===== src/rtl/dtc_pkg.sv =====
// Shared types, constants and command structure of the decimating tone correlator.
`default_nettype none

package dtc_pkg;

  // Sizes of the tap store, the delay line and the sample words.
  localparam int MAX_TAPS    = 64;
  localparam int IDX_W       = $clog2(MAX_TAPS);
  localparam int CNT_W       = $clog2(MAX_TAPS + 1);
  localparam int SAMPLE_BITS = 16;

  // Item field and configuration port widths.
  localparam int MODE_W    = 2;
  localparam int TAP_IDX_W = 6;
  localparam int CFG_W     = 7;
  localparam int CFG_IDX_W = 2;

  // Datapath widths: products, correlation sums, magnitudes and square roots.
  localparam int PROD_W   = 2 * SAMPLE_BITS;
  localparam int ACC_W    = PROD_W + IDX_W;
  localparam int MAG_W    = ACC_W + 1;
  localparam int LO_W     = MAG_W / 2;
  localparam int HI_W     = MAG_W - LO_W;
  localparam int ROOT_W   = MAG_W + 1;
  localparam int RAD_W    = 2 * ROOT_W;
  localparam int SCORE_W  = ROOT_W + 1;
  localparam int STEP_W   = $clog2(ROOT_W);
  localparam int DRAIN_RD = 2;

  // Item modes.
  typedef enum logic [MODE_W-1:0] {
    MODE_SAMPLE = 2'd0,
    MODE_TAP    = 2'd1,
    MODE_CLEAR  = 2'd2
  } mode_e;

  // Configuration register indexes.
  typedef enum logic [CFG_IDX_W-1:0] {
    CFG_TAPS = 2'd0,
    CFG_DEC  = 2'd1
  } cfg_idx_e;

  // Partial product selection of the squarer.
  typedef enum logic [1:0] {
    PART_HH = 2'd0,
    PART_HL = 2'd1,
    PART_LL = 2'd2
  } sq_part_e;

  // Commands from the controller to the datapath.
  typedef struct packed {
    logic             line_we;
    logic [IDX_W-1:0] line_waddr;
    logic             line_clr;
    logic             tap_we;
    logic [IDX_W-1:0] tap_waddr;
    logic             rd_en;
    logic [IDX_W-1:0] line_raddr;
    logic [IDX_W-1:0] tap_raddr;
    logic             acc_clr;
    logic             ops_load;
    logic             ops_neg;
    logic             sq_clr;
    logic             sq_en;
    logic             sq_im;
    sq_part_e         sq_part;
    logic             rt_init;
    logic             rt_en;
    logic             mp_save;
    logic             out_load;
  } dtc_cmd_t;

endpackage

`default_nettype wire


===== src/rtl/dtc_controller.sv =====
// Controller: configuration registers, handshakes, phase and line pointer, sequencing.
`default_nettype none

module dtc_controller (
  input  wire logic                              clk_i,
  input  wire logic                              rst_ni,
  input  wire logic                              cfg_we_i,
  input  wire logic [dtc_pkg::CFG_IDX_W-1:0]     cfg_idx_i,
  input  wire logic [dtc_pkg::CFG_W-1:0]         cfg_data_i,
  input  wire logic                              in_valid_i,
  input  wire logic [dtc_pkg::MODE_W-1:0]        in_mode_i,
  input  wire logic [dtc_pkg::TAP_IDX_W-1:0]     in_tap_index_i,
  output logic                                   in_ready_o,
  output logic                                   out_valid_o,
  input  wire logic                              out_ready_i,
  output dtc_pkg::dtc_cmd_t                      cmd_o
);
  import dtc_pkg::*;

  typedef enum logic [3:0] {
    S_IDLE, S_READ, S_DRAIN, S_OPS, S_SQ, S_SQW, S_RINIT, S_ROOT, S_MAG, S_DONE
  } state_e;

  state_e             state_q, state_d;
  logic [CFG_W-1:0]   taps_q, taps_d, dec_q, dec_d;
  logic [IDX_W-1:0]   phase_q, phase_d, base_q, base_d;
  logic [CNT_W-1:0]   n_q, n_d;
  logic [STEP_W-1:0]  cnt_q, cnt_d;
  logic               neg_q, neg_d, sq_im_q, sq_im_d;
  sq_part_e           part_q, part_d;
  logic               out_valid_q, out_valid_d;

  logic [CNT_W-1:0] t_eff, d_raw, d_eff, phase_eff, phase_inc, wpos, tr_idx;
  logic             accept;

  // Ring position of a logical line index.
  function automatic logic [IDX_W-1:0] wrap_idx(input logic [CNT_W:0] s);
    logic [CNT_W:0] r;
    r = (s >= (CNT_W+1)'(MAX_TAPS)) ? s - (CNT_W+1)'(MAX_TAPS) : s;
    return r[IDX_W-1:0];
  endfunction

  // Effective sizes and write position of the next sample.
  always_comb begin
    t_eff     = (taps_q > CFG_W'(MAX_TAPS)) ? CNT_W'(MAX_TAPS) : CNT_W'(taps_q);
    d_raw     = (dec_q == '0) ? CNT_W'(1) : CNT_W'(dec_q);
    d_eff     = (d_raw > t_eff) ? t_eff : d_raw;
    phase_eff = (CNT_W'(phase_q) >= d_eff) ? '0 : CNT_W'(phase_q);
    phase_inc = phase_eff + CNT_W'(1);
    wpos      = t_eff - d_eff + phase_eff;
    tr_idx    = t_eff - CNT_W'(1) - n_q;
  end

  // Next state and commands.
  always_comb begin
    state_d     = state_q;
    taps_d      = taps_q;
    dec_d       = dec_q;
    phase_d     = phase_q;
    base_d      = base_q;
    n_d         = n_q;
    cnt_d       = cnt_q;
    neg_d       = neg_q;
    sq_im_d     = sq_im_q;
    part_d      = part_q;
    out_valid_d = out_valid_q && !out_ready_i;
    cmd_o       = '0;
    cmd_o.ops_neg    = neg_q;
    cmd_o.sq_im      = sq_im_q;
    cmd_o.sq_part    = part_q;
    cmd_o.line_waddr = wrap_idx({1'b0, CNT_W'(base_q)} + {1'b0, wpos});
    cmd_o.tap_waddr  = IDX_W'(in_tap_index_i);
    cmd_o.line_raddr = wrap_idx({1'b0, CNT_W'(base_q)} + {1'b0, n_q});
    cmd_o.tap_raddr  = tr_idx[IDX_W-1:0];
    in_ready_o  = (state_q == S_IDLE);
    out_valid_o = out_valid_q;
    accept      = in_valid_i && in_ready_o;

    // Register writes clear the delay line and the phase.
    if (cfg_we_i) begin
      case (cfg_idx_i)
        CFG_TAPS: begin
          taps_d         = cfg_data_i;
          cmd_o.line_clr = 1'b1;
          phase_d        = '0;
        end
        CFG_DEC: begin
          dec_d          = cfg_data_i;
          cmd_o.line_clr = 1'b1;
          phase_d        = '0;
        end
        default: ;
      endcase
    end

    case (state_q)
      S_IDLE: begin
        if (accept) begin
          case (in_mode_i)
            MODE_TAP: begin
              cmd_o.tap_we = (32'(in_tap_index_i) < MAX_TAPS);
            end
            MODE_CLEAR: begin
              cmd_o.line_clr = 1'b1;
              phase_d        = '0;
            end
            MODE_SAMPLE: begin
              if (t_eff != '0) begin
                cmd_o.line_we = 1'b1;
                if (phase_inc == d_eff) begin
                  phase_d       = '0;
                  cmd_o.acc_clr = 1'b1;
                  n_d           = '0;
                  state_d       = S_READ;
                end else begin
                  phase_d = phase_inc[IDX_W-1:0];
                end
              end
            end
            default: ;
          endcase
        end
      end
      // Walk the line and the reversed taps, one pair a cycle.
      S_READ: begin
        cmd_o.rd_en = 1'b1;
        n_d         = n_q + CNT_W'(1);
        if (n_q == t_eff - CNT_W'(1)) begin
          base_d  = wrap_idx({1'b0, CNT_W'(base_q)} + {1'b0, d_eff});
          cnt_d   = '0;
          neg_d   = 1'b0;
          state_d = S_DRAIN;
        end
      end
      S_DRAIN: begin
        cnt_d = cnt_q + STEP_W'(1);
        if (cnt_q == STEP_W'(DRAIN_RD - 1)) begin
          state_d = S_OPS;
        end
      end
      S_OPS: begin
        cmd_o.ops_load = 1'b1;
        cmd_o.sq_clr   = 1'b1;
        sq_im_d        = 1'b0;
        part_d         = PART_HH;
        state_d        = S_SQ;
      end
      // Six partial products: three for the real part, three for the imaginary part.
      S_SQ: begin
        cmd_o.sq_en = 1'b1;
        case (part_q)
          PART_HH: part_d = PART_HL;
          PART_HL: part_d = PART_LL;
          default: begin
            part_d = PART_HH;
            if (sq_im_q) begin
              state_d = S_SQW;
            end else begin
              sq_im_d = 1'b1;
            end
          end
        endcase
      end
      S_SQW: begin
        state_d = S_RINIT;
      end
      S_RINIT: begin
        cmd_o.rt_init = 1'b1;
        cnt_d         = '0;
        state_d       = S_ROOT;
      end
      S_ROOT: begin
        cmd_o.rt_en = 1'b1;
        cnt_d       = cnt_q + STEP_W'(1);
        if (cnt_q == STEP_W'(ROOT_W - 1)) begin
          state_d = S_MAG;
        end
      end
      S_MAG: begin
        if (neg_q) begin
          state_d = S_DONE;
        end else begin
          cmd_o.mp_save = 1'b1;
          neg_d         = 1'b1;
          state_d       = S_OPS;
        end
      end
      S_DONE: begin
        if (!out_valid_q || out_ready_i) begin
          cmd_o.out_load = 1'b1;
          out_valid_d    = 1'b1;
          state_d        = S_IDLE;
        end
      end
      default: state_d = S_IDLE;
    endcase
  end

  always_ff @(posedge clk_i or negedge rst_ni) begin
    if (!rst_ni) begin
      state_q     <= S_IDLE;
      taps_q      <= '0;
      dec_q       <= CFG_W'(1);
      phase_q     <= '0;
      base_q      <= '0;
      n_q         <= '0;
      cnt_q       <= '0;
      neg_q       <= 1'b0;
      sq_im_q     <= 1'b0;
      part_q      <= PART_HH;
      out_valid_q <= 1'b0;
    end else begin
      state_q     <= state_d;
      taps_q      <= taps_d;
      dec_q       <= dec_d;
      phase_q     <= phase_d;
      base_q      <= base_d;
      n_q         <= n_d;
      cnt_q       <= cnt_d;
      neg_q       <= neg_d;
      sq_im_q     <= sq_im_d;
      part_q      <= part_d;
      out_valid_q <= out_valid_d;
    end
  end

endmodule

`default_nettype wire


===== config.mk =====
export PLATFORM = sky130hd
export DESIGN_NAME = dtc_controller
export DESIGN_NICKNAME = d
export VERILOG_FILES = /design/src/rtl/dtc_pkg.sv /design/src/rtl/dtc_controller.sv
export SDC_FILE = /design/constraint.sdc
export NUM_CORES = 1
export LEC_CHECK = 0
export BUFFER_PORTS_ARGS = -buffer_cell sky130_fd_sc_hd__clkbuf_2
export CORE_AREA = 4 4 118 120
export CTS_CLUSTER_DIAMETER = 40
export DETAILED_ROUTE_END_ITERATION = 12
export DIE_AREA = 0 0 122 124
export GPL_TIMING_DRIVEN = 0
export RECOVER_POWER = 50
export SYNTH_ARGS = -nofsm -noshare
export SYNTH_HDL_FRONTEND = slang
export SYNTH_SLANG_ARGS = --single-unit

===== constraint.sdc =====
create_clock -name clk_i -period 13.6 [get_ports clk_i]
set_clock_uncertainty 0.15 [all_clocks]
set_input_delay 0 -clock clk_i [delete_from_list [all_inputs] [get_ports clk_i]]
set_output_delay 0 -clock clk_i [all_outputs]
set_load 0.02 [all_outputs]

==> metrics.yaml <==
worst-path-buf-inv: 6
syn_area_um2: 4440
place_congestion: 0.899
crit_start: "taps_q[6]"
clk_path_buf_depth: 2
synth_fa_ha_area_share_pct: 17.0
clock_sinks: 48
via_count: 3903
cp.arrival_ps: 7180
final_antenna_net_count: 0
slew_headroom_pct: -19.4
drc_errors: 0
hold_path.class: "input pin to flop"
grt_max_degree: 49
yosysMostFrequentCell: "inv_1"
tritoncts: "done"
synth_top_family_by_area: "compound AO/OA/AOI/OAI gates"
worst-setup-path-type: "flop to output port"
io_buffers: 57
netlist_instances: 513
yosysTopAreaCellShare_pct: 26.5
grt_antenna_before_repair: 0
critPathCaptureType: "output port"
detail_route.wl_per_cell_um: 14.4
synth_edf_count: 0
post_cts_resized: 0
ys_seq_area_share_pct: 27.1
drt_iter0_drc: 178
synth_area_leader_cell: "dfrtp_1"
required_ps: 13450
insertion_delay_ps: 300
syn_avg_cell_area_um2: 8.66
powerDensity_nw_per_um2: 140
drive_gt1_share_pct: 15.4
ys_types: 64
ir_drop_mv: 0.0674
nets: 665
final_cells: 765
yosys_most_used_dff: "dfrtp_1"
synthSimpleGateAreaFrac_pct: 17.0
hpwl_um: 8810
yosys_warnings: 0
hold_violations: 0
failed_checks: "max-capacitance violations, max-slew violations"
clkSlewWorstSetupHoldPaths_ps: 60
wirelength_um: 11000
cp_max_fo: 7
start_kind: "flop"
ys_ff_latch: 48
synth_common_cells: "inv_1, dfrtp_1, ha_1"
register_area_um2: 1200
numCtsBuffers: 5
track_usage_pct: 15.1
drv_cap: 1
synth_compound_area_share_pct: 17.3
report.final.setup_viol: 0
p_leak_nw: 2.48
post-place-ws_ps: 6550
cp_slowest_stage_delay_ps: 540
finalCritPeriodShare_pct: 53.9
grt_pass1_vias: 3808
min_from: "cfg_idx_i[0]"
synthMuxAreaShare_pct: 5.38
syn-num-nets: 590
core_area_um2: 13000
grt_setup_unrepaired: "no"
drtPass1Iterations: 4
dieHeight_um: 124
die-area_um2: 15100
start_util_pct: 34.2
fin_crit_ps: 7330
max_freq_mhz: 137
die_w_um: 122
slowest_stage: "fa_1"
multi_input_area_um2: 2900
pin_count: 64
areaGrowthSynthToFinish_pct: 17.1
via_per_inst: 5.10
finalWorstSetupSlack_ps: 6270
tightest_slew_ps: 1790
r2r-start: "taps_q[6]"
critical_path.top_delay_family: "adder cells"
synth_xor_area_share_pct: 8.59
n_antenna_cell: 0
gr-total-overflow: 0
rows: 42
final.fill_count: 1344
async_flop_share_pct: 100
grt_pass1_wl_um: 18300
yosys-top-cells-area: "dfrtp_1, ha_1, xnor2_1"
root_buffer: "clkbuf_16"
dp.cells: 746
htree_levels: 2
status: "complete, but fails checks"
crit_top_cell: "inv_1"
timing.setup.tns_ps: 0
slew_viol_final: 35
per-stage QoR:
| stage | total power [W] | hold slack [ps] | instance area, um2 | util (%) |
|---|---|---|---|---|
| after detailed placement | 0.000588 | 76.2 | 4950 | 38.1 |
| after floorplan | 0.000484 | -446 | 4440 | - |
| after global routing | 0.000789 | 74.8 | 5200 | 40.1 |
| final | 0.000726 | 6.90 | 5200 | 40.1 |
| after global placement | 0.000579 | 77.2 | 4950 | 38.1 |
| after CTS | 0.000738 | 4.27 | 5210 | 40.1 |
report_power, final:
group | leakage, nW | switching, W | internal, W
sequential | 0.574 | 0.0000102 | 0.000151
clock | 0.0808 | 0.0000555 | 0.0000866
combinational | 1.83 | 0.000250 | 0.000173
total | 2.48 | 0.000316 | 0.000410
flip-flops by register name, indices dropped and copies added, names as in the netlist:
register,cells
dec_q,7
sq_im_q,1
cnt_q,6
taps_q,7
base_q,6
part_q,2
state_q,4
phase_q,6
out_valid_o,1
neg_q,1
n_q,7
area by class of cell:
type / count / area share [%]
plain buffers: 24 / 2.48
clock buffers: 6 / 2.48
clock inverters: 2 / 0.674
inverters: 56 / 4.04
multi-input cells: 385 / 55.8
flip-flops and latches: 48 / 23.1
well taps: 176 / 4.23
repair buffers: 68 / 7.22
cell usage in the layout (no fill, tap or decap), types with 3 or more instances in the layout:
| cell | synthesis | routed |
|---|---|---|
| a21o_1 | 12 | 12 |
| mux2_2 | 16 | 16 |
| o21bai_1 | 6 | 6 |
| nor4_1 | 4 | 4 |
| a21oi_1 | 32 | 32 |
| nand2b_1 | 7 | 7 |
| fa_1 | 9 | 9 |
| nor3_1 | 9 | 9 |
| mux2i_1 | 3 | 3 |
| o211ai_1 | 7 | 7 |
| inv_1 | 55 | 55 |
| dfrtp_1 | 47 | 47 |
| buf_4 | 10 | 10 |
| nand2_1 | 43 | 43 |
| nor2_1 | 35 | 35 |
| and3_1 | 4 | 4 |
| clkbuf_2 | 0 | 46 |
| xor2_1 | 11 | 11 |
| o21ai_1 | 6 | 6 |
| nand3_1 | 16 | 16 |
| nor3b_1 | 3 | 3 |
| o21ai_0 | 19 | 19 |
| clkbuf_16 | 0 | 5 |
| clkbuf_1 | 13 | 26 |
| o31ai_1 | 7 | 7 |
| xnor2_1 | 30 | 30 |
| ha_1 | 46 | 46 |
| nor2b_1 | 7 | 7 |
| and2_1 | 5 | 5 |
| a211oi_1 | 3 | 3 |
| or3_1 | 4 | 4 |
| dlygate4sd3_1 | 0 | 10 |
| o22ai_1 | 3 | 3 |
per-layer routing:
metal	up-vias	wire (um)	GRT usage [%]
met1	1859	5170	20.8
met2	110	5050	24.4
met3	12	587	2.41
li1	1922	-	-
met5	-	0	0
met4	0	185	4.83
final timing paths:
kind	end	slack [ps]	cells past startpoint
min in group asynchronous	base_q[4]	190	2
max in group asynchronous	taps_q[4]	10950	3
worst max-delay path	cmd_o[38]	6270	27
worst min register to register	sq_im_q	380	2
worst max register to register	phase_q[2]	7200	23
worst min-delay path	taps_q[6]	7	3
worst min-delay path, stage by stage:
cell and delay (ps):
clkbuf_2 90, nor2_1 140, o21ai_0 180
timing repair:
action	in CTS	in global routing
hold buffers	10	0
endpoints found under the hold margin	63	0
setup endpoints to repair	0	0
setup buffers	0	0
cells by family (layout without fill, tap and decap cells):
kind of cell,count (synthesis),after routing
flops,48,48
fa+ha+maj,55,55
simple gates,151,151
buf+inv,80,156
xor+xnor,42,42
compound gates,116,116
mux,21,21
No activity file was read; power rests on OpenSTA's default activity.
